### config.mk
export PLATFORM = sky130hd
export DESIGN_NAME = preemptive_tick_scheduler_unit
export DESIGN_NICKNAME = d
export VERILOG_FILES = /design/src/hw/rtl/pts_pkg.sv /design/src/hw/rtl/pts_cell.sv /design/src/hw/rtl/pts_chain.sv /design/src/hw/rtl/preemptive_tick_scheduler_unit.sv
export SDC_FILE = /design/constraint.sdc
export NUM_CORES = 1
export LEC_CHECK = 0
export ABC_CLOCK_PERIOD_IN_PS = 7570
export BUFFER_PORTS_ARGS = -buffer_cell sky130_fd_sc_hd__buf_2
export CAP_MARGIN = 20
export CORE_ASPECT_RATIO = 1.2
export CORE_UTILIZATION = 25
export DETAILED_ROUTE_END_ITERATION = 6
export PLACE_DENSITY = 0.49
export SLEW_MARGIN = 40
export SYNTH_ARGS = -nofsm -noshare
export SYNTH_HDL_FRONTEND = slang
export SYNTH_SLANG_ARGS = --single-unit
export TNS_END_PERCENT = 10
### constraint.sdc
create_clock -name clk -period 7.57 [get_ports clk]
set_input_delay 1.514 -clock clk [delete_from_list [all_inputs] [get_ports clk]]
set_output_delay 1.514 -clock clk [all_outputs]
set_load 0.02 [all_outputs]
### src/hw/rtl/pts_pkg.sv
// ----------------------------------------------------------------------------
// pts_pkg: shared types and constants of the tick scheduler
// Widths, mode codes and the table entry struct.
// ----------------------------------------------------------------------------
package pts_pkg;

    localparam int MAX_PROCS = 16;
    localparam int TIME_BITS = 16;
    localparam int IDX_BITS  = $clog2(MAX_PROCS);
    localparam int CNT_BITS  = $clog2(MAX_PROCS + 1);
    localparam int TAG_BITS  = 8;
    localparam int REM_BITS  = 16;
    localparam int PRI_BITS  = 8;
    localparam int OUT_TIME_BITS = 16;

    typedef enum logic [1:0] {
        MODE_LOAD  = 2'd0,
        MODE_TICK  = 2'd1,
        MODE_CLEAR = 2'd2,
        MODE_RSVD  = 2'd3
    } mode_t;

    // One table entry as it moves along the chain.
    typedef struct packed {
        logic [TAG_BITS-1:0]  tag;
        logic [TIME_BITS-1:0] arrival;
        logic [REM_BITS-1:0]  remaining;
        logic [PRI_BITS-1:0]  prio;
    } entry_t;

endpackage

### src/hw/rtl/pts_cell.sv
// ----------------------------------------------------------------------------
// pts_cell: one storage cell of the rotating process table
// Holds one entry; on a load takes load_entry, else on a shift its neighbor's entry.
// ----------------------------------------------------------------------------
module pts_cell (
    input  logic           clk,
    input  logic           shift,
    input  logic           load,
    input  pts_pkg::entry_t load_entry,
    input  pts_pkg::entry_t prev_entry,
    output pts_pkg::entry_t entry
);
    import pts_pkg::*;

    entry_t entry_reg;
    entry_t entry_next;

    always_comb
    begin
        entry_next = entry_reg;
        if (load)
        begin
            entry_next = load_entry;
        end
        else if (shift)
        begin
            entry_next = prev_entry;
        end
    end

    always_ff @(posedge clk)
    begin
        entry_reg <= entry_next;
    end

    assign entry = entry_reg;
endmodule

### src/hw/rtl/pts_chain.sv
// ----------------------------------------------------------------------------
// pts_chain: ring of table cells
// Cell 0 is the head; a shift rotates every entry one place toward the head.
// Loads write the cell that holds slot index count at the current rotation.
// ----------------------------------------------------------------------------
module pts_chain (
    input  logic                        clk,
    input  logic                        shift,
    input  logic                        load,
    input  logic [pts_pkg::IDX_BITS-1:0] load_cell,
    input  pts_pkg::entry_t             load_entry,
    input  logic                        head_write,
    input  pts_pkg::entry_t             head_entry,
    output pts_pkg::entry_t             head
);
    import pts_pkg::*;

    entry_t cells [MAX_PROCS];
    entry_t prevs [MAX_PROCS];

    // Head shifts out into the tail; head_write replaces it on the way.
    always_comb
    begin
        for (int i = 0; i < MAX_PROCS; i++)
        begin
            if (i == MAX_PROCS - 1)
            begin
                prevs[i] = head_write ? head_entry : cells[0];
            end
            else
            begin
                prevs[i] = cells[i+1];
            end
        end
    end

    for (genvar g = 0; g < MAX_PROCS; g++)
    begin : g_cell
        pts_cell u_cell (
            .clk        (clk),
            .shift      (shift),
            .load       (load && (load_cell == IDX_BITS'(g))),
            .load_entry (load_entry),
            .prev_entry (prevs[g]),
            .entry      (cells[g])
        );
    end

    assign head = cells[0];
endmodule

### src/hw/rtl/preemptive_tick_scheduler_unit.sv
// ----------------------------------------------------------------------------
// preemptive_tick_scheduler_unit: SRTF / preemptive priority tick scheduler
// Process table kept in a rotating chain of cells, scanned once per tick.
// ----------------------------------------------------------------------------
// Usage:
//   in_valid/in_ready carries mode and load fields. A load transfer appends an
//   entry and returns its slot (load_dropped when the table is full); a tick
//   returns the pick; clear and reserved mode return nothing.
//   out_valid/out_ready holds one result in a register.
// Sequencing:
//   Load and clear: taken in ST_IDLE; loads can follow every cycle while no
//   result is pending or out_ready is high. Tick: one pass (ST_SCAN) rotates
//   the table past the head comparator, ST_UPDATE turns around, and a second
//   pass (ST_FIX) rotates the chosen entry back with its remaining work
//   reduced. No new item is taken until the block is back in ST_IDLE.
// Stall: hold a pending result in the output register; the next item is
//   taken once the result transfers, or in the same cycle it transfers.
// Reset: table empty, time zero, no previous choice, policy 0. Entry contents
//   are not cleared; only entries below the count are ever read.
// Policy is written through cfg_we/cfg_wdata; the user must write it only while idle (not enforced).
// ----------------------------------------------------------------------------
module preemptive_tick_scheduler_unit (
    input  logic        clk,
    input  logic        rst_n,
    input  logic        cfg_we,
    input  logic        cfg_wdata,
    input  logic        in_valid,
    output logic        in_ready,
    input  logic [1:0]  mode,
    input  logic [7:0]  proc_tag,
    input  logic [15:0] arrival_time,
    input  logic [15:0] burst_length,
    input  logic [7:0]  prio_level,
    output logic        out_valid,
    input  logic        out_ready,
    output logic [15:0] tick_time,
    output logic [7:0]  chosen_tag,
    output logic        is_idle,
    output logic        switched,
    output logic        completed,
    output logic        all_done,
    output logic        load_dropped
);
    import pts_pkg::*;

    typedef enum logic [1:0] { ST_IDLE, ST_SCAN, ST_UPDATE, ST_FIX } state_t;

    state_t                state_reg;
    logic                  policy_reg;
    logic [CNT_BITS-1:0]   count_reg;
    logic [IDX_BITS-1:0]   rot_reg;      // logical slot currently at the head
    logic [TIME_BITS-1:0]  time_reg;
    logic [IDX_BITS-1:0]   last_reg;
    logic                  last_valid_reg;
    logic [IDX_BITS:0]     step_reg;
    logic                  found_reg;
    logic [IDX_BITS-1:0]   best_reg;
    logic [REM_BITS-1:0]   best_key_reg;
    logic [TAG_BITS-1:0]   best_tag_reg;
    logic                  busy_rem_reg;  // some entry other than best has work

    logic                  out_valid_reg;
    logic [15:0]           tick_time_reg;
    logic [7:0]            chosen_tag_reg;
    logic                  is_idle_reg;
    logic                  switched_reg;
    logic                  completed_reg;
    logic                  all_done_reg;
    logic                  load_dropped_reg;

    // Whether the chosen entry had one unit of work left, captured during the write-back pass.
    logic                  best_rem_one_reg;
    logic                  is_best_rem_one;

    entry_t                head;
    entry_t                load_entry;
    entry_t                dec_entry;
    logic                  shift;
    logic                  head_write;
    logic                  accept;
    logic                  do_load;
    logic [IDX_BITS-1:0]   slot_idx;
    logic [IDX_BITS-1:0]   load_cell;
    logic                  in_table;
    logic                  ready_now;
    logic [REM_BITS-1:0]   key;
    logic                  better;
    logic                  is_best;
    logic                  fix_last;
    logic                  out_set;

    assign in_ready = (state_reg == ST_IDLE) && (!out_valid_reg || out_ready);
    assign accept   = in_valid && in_ready;
    assign do_load  = accept && (mode_t'(mode) == MODE_LOAD)
                      && (count_reg < CNT_BITS'(MAX_PROCS));
    assign slot_idx = count_reg[IDX_BITS-1:0];
    // The cell holding logical slot s is s - rot.
    assign load_cell = slot_idx - rot_reg;

    assign load_entry.tag       = proc_tag;
    assign load_entry.arrival   = arrival_time;
    assign load_entry.remaining = burst_length;
    assign load_entry.prio      = prio_level;

    // Head entry checks; its logical index is rot_reg during the scan.
    assign in_table  = {1'b0, rot_reg} < count_reg;
    assign ready_now = in_table && (head.arrival <= time_reg) && (head.remaining != '0);
    assign key       = policy_reg ? REM_BITS'(head.prio) : head.remaining;
    assign better    = ready_now && (!found_reg || key < best_key_reg);

    assign shift      = (state_reg == ST_SCAN) || (state_reg == ST_FIX);
    assign is_best    = (state_reg == ST_FIX) && found_reg && (rot_reg == best_reg);
    assign head_write = is_best;
    always_comb
    begin
        dec_entry           = head;
        dec_entry.remaining = head.remaining - 1'b1;
    end

    // Last cycle of the write-back pass, and any cycle that produces a result.
    assign fix_last = (state_reg == ST_FIX) && (step_reg == (IDX_BITS+1)'(MAX_PROCS - 1));
    assign out_set  = (accept && (mode_t'(mode) == MODE_LOAD)) || fix_last;

    pts_chain u_chain (
        .clk        (clk),
        .shift      (shift),
        .load       (do_load),
        .load_cell  (load_cell),
        .load_entry (load_entry),
        .head_write (head_write),
        .head_entry (dec_entry),
        .head       (head)
    );

    always_ff @(posedge clk or negedge rst_n)
    begin
        if (!rst_n)
        begin
            state_reg        <= ST_IDLE;
            policy_reg       <= 1'b0;
            count_reg        <= '0;
            rot_reg          <= '0;
            time_reg         <= '0;
            last_reg         <= '0;
            last_valid_reg   <= 1'b0;
            step_reg         <= '0;
            found_reg        <= 1'b0;
            best_reg         <= '0;
            best_key_reg     <= '0;
            best_tag_reg     <= '0;
            busy_rem_reg     <= 1'b0;
            out_valid_reg    <= 1'b0;
            tick_time_reg    <= '0;
            chosen_tag_reg   <= '0;
            is_idle_reg      <= 1'b0;
            switched_reg     <= 1'b0;
            completed_reg    <= 1'b0;
            all_done_reg     <= 1'b0;
            load_dropped_reg <= 1'b0;
        end
        else
        begin
            if (cfg_we)
            begin
                policy_reg <= cfg_wdata;
            end
            if (out_set)
            begin
                out_valid_reg <= 1'b1;
            end
            else if (out_valid_reg && out_ready)
            begin
                out_valid_reg <= 1'b0;
            end
            unique case (state_reg)
                ST_IDLE:
                begin
                    if (accept)
                    begin
                        unique case (mode_t'(mode))
                            MODE_LOAD:
                            begin
                                chosen_tag_reg   <= '0;
                                is_idle_reg      <= 1'b0;
                                switched_reg     <= 1'b0;
                                completed_reg    <= 1'b0;
                                all_done_reg     <= 1'b0;
                                if (do_load)
                                begin
                                    count_reg        <= count_reg + 1'b1;
                                    tick_time_reg    <= 16'(slot_idx);
                                    load_dropped_reg <= 1'b0;
                                end
                                else
                                begin
                                    tick_time_reg    <= '0;
                                    load_dropped_reg <= 1'b1;
                                end
                            end
                            MODE_TICK:
                            begin
                                state_reg    <= ST_SCAN;
                                step_reg     <= '0;
                                found_reg    <= 1'b0;
                                busy_rem_reg <= 1'b0;
                            end
                            MODE_CLEAR:
                            begin
                                count_reg      <= '0;
                                time_reg       <= '0;
                                last_valid_reg <= 1'b0;
                            end
                            MODE_RSVD:
                            begin
                            end
                        endcase
                    end
                end
                ST_SCAN:
                begin
                    // Examine the head, then rotate it to the tail.
                    if (better)
                    begin
                        found_reg    <= 1'b1;
                        best_reg     <= rot_reg;
                        best_key_reg <= key;
                        best_tag_reg <= head.tag;
                    end
                    rot_reg  <= rot_reg + 1'b1;
                    step_reg <= step_reg + 1'b1;
                    if (step_reg == (IDX_BITS+1)'(MAX_PROCS - 1))
                    begin
                        state_reg <= ST_UPDATE;
                    end
                end
                ST_UPDATE:
                begin
                    // Rotation is back at zero; start the write-back pass.
                    state_reg <= ST_FIX;
                    step_reg  <= '0;
                end
                ST_FIX:
                begin
                    // Second pass: decrement best and gather done status.
                    if (in_table && !is_best && head.remaining != '0)
                    begin
                        busy_rem_reg <= 1'b1;
                    end
                    rot_reg  <= rot_reg + 1'b1;
                    step_reg <= step_reg + 1'b1;
                    if (fix_last)
                    begin
                        state_reg     <= ST_IDLE;
                        tick_time_reg <= 16'(time_reg);
                        time_reg      <= time_reg + 1'b1;
                        load_dropped_reg <= 1'b0;
                        if (found_reg)
                        begin
                            chosen_tag_reg <= best_tag_reg;
                            is_idle_reg    <= 1'b0;
                            switched_reg   <= !last_valid_reg || (last_reg != best_reg);
                            completed_reg  <= is_best_rem_one;
                            all_done_reg   <= !busy_rem_reg && !(in_table && !is_best
                                              && head.remaining != '0) && is_best_rem_one;
                            last_reg       <= best_reg;
                            last_valid_reg <= 1'b1;
                        end
                        else
                        begin
                            chosen_tag_reg <= '0;
                            is_idle_reg    <= 1'b1;
                            switched_reg   <= 1'b0;
                            completed_reg  <= 1'b0;
                            all_done_reg   <= !busy_rem_reg && !(in_table
                                              && head.remaining != '0);
                            last_valid_reg <= 1'b0;
                        end
                    end
                end
                default:
                begin
                    state_reg <= ST_IDLE;
                end
            endcase
        end
    end

    always_ff @(posedge clk or negedge rst_n)
    begin
        if (!rst_n)
        begin
            best_rem_one_reg <= 1'b0;
        end
        else if (is_best)
        begin
            best_rem_one_reg <= (head.remaining == REM_BITS'(1));
        end
    end

    assign is_best_rem_one = is_best ? (head.remaining == REM_BITS'(1)) : best_rem_one_reg;

    assign out_valid    = out_valid_reg;
    assign tick_time    = tick_time_reg;
    assign chosen_tag   = chosen_tag_reg;
    assign is_idle      = is_idle_reg;
    assign switched     = switched_reg;
    assign completed    = completed_reg;
    assign all_done     = all_done_reg;
    assign load_dropped = load_dropped_reg;

    // The input side is closed while a tick is being scanned.
    assert property (@(posedge clk) disable iff (!rst_n)
        (state_reg != ST_IDLE) |-> !in_ready)
        else $error("input taken during a tick scan");

    // An idle tick never reports a pick.
    assert property (@(posedge clk) disable iff (!rst_n)
        (out_valid && is_idle) |-> (chosen_tag == '0 && !switched && !completed))
        else $error("idle tick reports a process");

    // The table never holds more than its depth.
    assert property (@(posedge clk) disable iff (!rst_n)
        count_reg <= CNT_BITS'(MAX_PROCS))
        else $error("entry count overflow");
endmodule
======== Yosys cells after proc, flatten, opt, wreduce, memory -nomap -nowiden ========
Index checks and enable logic that the tools add are counted.
word-level totals
  output and inout bits ................... 31
  register bits ........................... 867
  word-level logic and storage cells ...... 299
  input bits .............................. 56
cells by class
  magnitude comparators ................... 4
  add/sub/neg operators ................... 6
  equality and inequality tests ........... 33
  reductions and logical operators ........ 79
  muxes and demuxes ....................... 91
operators by type and width
  kind                                                                      count
  48-bit 2-to-1 mux                                                         32
  16-bit 2-to-1 mux                                                         7
  16-bit one-hot mux with 2 select lines                                    2
  2-bit nonzero test                                                        20
  1-bit logical AND                                                         33
  4-bit == test (second input constant)                                     8
  8-bit 2-to-1 mux                                                          4
  1-bit 2-to-1 mux                                                          25
  24-bit 2-to-1 mux                                                         1
  4-bit AND reduction                                                       6
  16-bit by 1-bit adder with 16-bit output (second input constant)          1
  16-bit by 1-bit == test with 1-bit output (second input constant)         1
  4-bit by 3-bit == test with 1-bit output (second input constant)          4
  16-bit <= comparator                                                      1
  16-bit < comparator                                                       1
  1-bit one-hot mux with 2 select lines                                     8
  8-bit one-hot mux with 2 select lines                                     1
  16-bit nonzero test                                                       1
  16-bit by 1-bit subtractor with 16-bit output (second input constant)     1
  5-bit 2-to-1 mux                                                          3
  5-bit one-hot mux with 3 select lines                                     1
  2-bit by 1-bit inequality test with 1-bit output (second input constant)  6
  5-bit by 1-bit adder with 5-bit output (second input constant)            2
  5-bit one-hot mux with 2 select lines                                     1
  22 further kinds                                                          43

======== Depth between registers and ports, before layout ========
  depth after elaboration ................. 12
  gate-level depth with buffers ........... 12
  mapped depth without buffers ............ 9

======== Hierarchy ========
Synthesis repeated with hierarchy kept, for this count alone.
unflattened totals
  cell total of the unflattened synthesis .. 2310
  area total of the unflattened synthesis .. 39639.3 um^2
modules (own cells, without submodules)
  module                          area each (um^2)  seq. area each (um^2)  cells each  instances
  pts_cell                        2067.0            1441.4                 102         16
  preemptive_tick_scheduler_unit  5793.1            2477.4                 602         1
  pts_chain                       774.5             0.0                    76          1

======== Worst setup path before layout ========
Ideal clock, no wire load.
  path type ............................... input to register
  from .................................... in out_ready
  to ...................................... reg u_chain.g_cell[15].u_cell.entry_reg (netlist bit u_chain.g_cell[15].u_cell.entry[0]), enable pin
  cell stages on the path ................. 7
  data required time ...................... 7.163 ns
  data arrival time ....................... 4.256 ns
  setup time .............................. 0.407 ns
  setup slack ............................. 2.908 ns
  buffers on the path ..................... 2
  cells stage by stage .................... nand2b_1 > nand4_2 > nor4b_1 > nand4_1 > buf_2 > buf_2 > nand2_1
on the way
  longest elaborated chain between the ends .. 7
RTL lines
  what                          RTL line                              source
  start: declaration            preemptive_tick_scheduler_unit.sv:35  input logic out_ready,
  1-bit logical OR              preemptive_tick_scheduler_unit.sv:92  assign in_ready = (state_reg == ST_IDLE) && (!out_valid_reg || out_ready);
  1-bit logical AND             preemptive_tick_scheduler_unit.sv:92
  1-bit logical AND             preemptive_tick_scheduler_unit.sv:93  assign accept = in_valid && in_ready;
  1-bit logical AND             preemptive_tick_scheduler_unit.sv:94  assign do_load = accept && (mode_t'(mode) == MODE_LOAD)
  1-bit logical AND             preemptive_tick_scheduler_unit.sv:95  && (count_reg < CNT_BITS'(MAX_PROCS));
  1-bit logical AND             pts_chain.sv:42                       .load (load && (load_cell == IDX_BITS'(g))),
  2-bit nonzero test (no line)  n/a
  end signal: assignment        pts_cell.sv:33                        entry_reg <= entry_next;
  end: declaration              pts_cell.sv:15                        entry_t entry_reg;
Every way passes these cells.
A chain may end at the register's enable or synchronous reset.

======== Final worst setup path ========
  from .................................... reg policy_reg
  to ...................................... reg best_tag_reg[0]
on the way
  longest elaborated chain between the ends .. 5
RTL lines
  what                           RTL line                               source
  start: declaration             preemptive_tick_scheduler_unit.sv:49   logic policy_reg;
  start signal: assignment       preemptive_tick_scheduler_unit.sv:165  policy_reg <= cfg_wdata;
  16-bit 2-to-1 mux              preemptive_tick_scheduler_unit.sv:108  assign key = policy_reg ? REM_BITS'(head.prio) : head.remaining;
  via key[7]                     preemptive_tick_scheduler_unit.sv:86   logic [REM_BITS-1:0] key;
  16-bit < comparator            preemptive_tick_scheduler_unit.sv:109  assign better = ready_now && (!found_reg || key < best_key_reg);
  1-bit logical OR               preemptive_tick_scheduler_unit.sv:109
  1-bit logical AND              preemptive_tick_scheduler_unit.sv:109
  2-bit AND reduction (no line)  n/a
  end signal: assignment         preemptive_tick_scheduler_unit.sv:227  best_tag_reg <= head.tag;
  end: declaration               preemptive_tick_scheduler_unit.sv:59   logic [TAG_BITS-1:0] best_tag_reg;
The timed path passes the listed nets, and every way through them passes these cells.

==> reports/qor.txt <==
Status - finished clean
Hold EP - chosen_tag[7]
Cell type with the largest total area after synthesis - edfxtp_1
Sequential share of the synthesized area - 66.6%
H-tree depth - 3
Min-Delay Path Depth - 2
CP Capture Type - flip-flop
Clock share of power - 22.5%
Net Switching - 0.00609 W
N_diodes - 0
R2R Path End - best_tag_reg[0]
Crit share post-route - 56.0%
Combinational fraction of design power - 27.5%
Synth Flop Type - edfxtp_1
DR WL/cell - 20.5 um
Max-Cap Viols - 0
Vias per cell - 4.41
Worst slew pin tran - 0.865 ns
Height of the chip - 431 um
Flop pwr share - 50.0%
Slew headroom - 42.3%
Required time worst endpoint - 8.11 ns
Synthesis Warnings - 0
CTS tree - yes
Total Wirelength - 91,100 um
EDFF count, synth - 768
# rows - 157
Leak - 15.5 nW
Num CTS Buffers - 97
Synth cell types - 58
Post-cts resize count - 0
Final setup viols - 0
Seq cells post-synth - 867
Setup repair bufs after CTS - 0
HPWL after DPL - 53,100 um
Commonest cells in the netlist - mux2_2, edfxtp_1, clkbuf_1
CP Max Fanout - 28
Switching Fraction - 30.5%
Synthesized cell area - 38,300 um^2
FF-to-FF setup slack - 3.33 ns
Final Hold Vio Count - 0
Share of the synthesized area in the top cell type - 60.2%
Int Pwr - 0.0139 W
Initial antenna violation count - 10
Final slew viol count - 0
GR Overflow Total - 0
Port Buffers - 86
Clk slew on worst S/H paths - 0.06 ns
Hold-fix buffers at CTS - 0
Total track usage - 11.7%
Max reg flops - 768
Die X - 359 um
Hold Startpoint - chosen_tag[7]
Vias in the first global route - 20,446
RSZ-0062 raised after global routing - no
Skew final - 0.0263 ns
Largest net degree at the start of global routing - 64
Origin of the critical flop-to-flop path - policy_reg
Avg Cell Area, Syn - 16.5 um^2
GP Congestion - 0.767
Total core area - 152,000 um^2
Worst Path Arrival - 4.78 ns
Final Net Count - 2,483
Minimum clock period after layout - 4.24 ns
Setup tns final - 0 ns
Routed Antenna Nets - 0
Num ports - 87
Final hold slack - 0.461 ns
Global-route wire length before repair - 137,000 um
CP startpoint kind - flip-flop
Top-count cell post-synth - mux2_2
Layout cells sized above 1 - 44.0%
Pwr Density - 451 nW/um^2
Area of the die - 155,000 um^2
# DRC - 0
Iteration-0 DRC Markers - 1,130
Min-delay worst type - flip-flop to flip-flop
Post-synthesis async set-or-reset flop share - 11.4%
Via Count - 19,609
Mapped Nets - 2,427
Area contributors post-synth - edfxtp_1, mux2_2, dfrtp_1, ha_1, clkbuf_1
R2R depth - 9
Initial Utilization - 25.1%
First drt pass iteration count - 5
Max Freq - 236 MHz
Post-Syn Instances - 2,320
CTS sink cnt - 867
Layout overhead on the synthesized area - 15.5%
Setup CP Type - flip-flop to flip-flop
Peak VDD IR - 309 uV
Clk Latency, worst-skew pair - 0.68 ns
Root buffer selected by CTS - clkbuf_16
CTS max path bufs - 3
[layout make-up]
class	count	area, um^2
Inverter	53	199
Clock buffer	130	2610
Sequential cell	867	25500
Timing Repair Buffer	108	644
Clock inverter	52	410
Fill cell	15226	108000
Tap cell	1987	2490
Multi-Input combinational cell	1249	12400
[how the worst max path moves through the flow]
stage | startpoint | endpoint | slack (ns) | cells after the start
CTS | policy_reg | best_tag_reg[0] | 3.31 | 9
floorplan | out_ready | u_chain.g_cell[15].u_cell.entry[0] | 2.91 | 7
finish | policy_reg | best_tag_reg[0] | 3.33 | 9
global placement | mode[1] | u_chain.g_cell[10].u_cell.entry[10] | 2.71 | 7
global route | count_reg[1] | u_chain.g_cell[0].u_cell.entry[29] | 3.13 | 10
detailed placement | out_ready | u_chain.g_cell[10].u_cell.entry[16] | 2.66 | 7
[power by group through the flow]
| stage | combinational [W] | sequential (W) | clock, W |
|---|---|---|---|
| 2_1_floorplan | 0.00374 | 0.00979 | 0 |
| 3_3_place_gp | 0.00538 | 0.0101 | 0 |
| 3_5_place_dp | 0.00552 | 0.0101 | 0 |
| 4_1_cts | 0.00558 | 0.0100 | 0.00466 |
| 5_1_grt | 0.00607 | 0.0102 | 0.00483 |
| 6_report | 0.00549 | 0.00999 | 0.00450 |
[critical path, stage by stage (launching register included)]
cell and delay (ns):
dfrtp_1 0.81, mux2_2 0.45, ha_1 0.31, a211oi_1 0.20, o21ai_0 0.11, o21ai_0 0.63, or3b_4 0.47, a211oi_4 0.20
buf_4 0.49, mux2_2 0.40
[layout by cell type (no fill, tap or decap), drive strengths merged, types with 2 or more instances in the layout]
cell / synthesis / layout
bufinv: 0 / 4
a22o: 3 / 3
a211oi: 4 / 4
or3: 10 / 10
a21boi: 2 / 2
nand2: 91 / 91
inv: 52 / 53
nand3: 25 / 25
a31oi: 8 / 8
a2111oi: 3 / 3
a21o: 6 / 6
nor2: 42 / 42
edfxtp: 768 / 768
o211ai: 5 / 5
nor3: 13 / 13
a41oi: 2 / 2
ha: 50 / 50
or4: 6 / 6
or2: 5 / 5
mux2i: 2 / 2
dfrtp: 99 / 99
nor4: 11 / 11
clkinv: 1 / 44
o21a: 2 / 2
and3: 4 / 4
and2: 3 / 3
nand2b: 4 / 4
nor2b: 14 / 14
buf: 36 / 107
clkinvlp: 0 / 4
xnor2: 28 / 28
clkbuf: 115 / 131
nor4b: 2 / 2
nand4: 13 / 13
mux2: 794 / 794
a21oi: 38 / 38
o31ai: 14 / 14
o21ai: 27 / 27
xor2: 8 / 8
[kinds of logic (layout without fill, tap and decap cells)]
kind of cell	after synthesis	count (layout)	synth area share, %
compound gates	120	120	1.98
xor+xnor	36	36	0.823
fa+ha+maj	51	51	1.68
buf+inv	204	343	2.16
flops	867	867	66.6
mux	796	796	23.6
simple gates	246	246	3.16
[per-layer routing]
metal	vias up	track usage (%)	wire, um
li1	9038	-	-
met1	10068	16.2	43500
met2	366	18.9	42200
met3	129	2.21	3520
met4	8	2.90	1880
met5	-	0	43
[metrics by stage]
step	instances	util [%]	setup slack, ns	area [um^2]	total power [W]
after floorplan	2320	-	2.91	38300	0.0135
after global placement	4261	26.9	2.71	41000	0.0155
after detailed placement	4262	27.0	2.66	41100	0.0156
after CTS	4444	28.9	3.31	44100	0.0203
after global routing	4446	29.0	3.13	44300	0.0211
final	4446	29.0	3.33	44300	0.0200
Note: power is estimated with default switching activity, not from simulation.
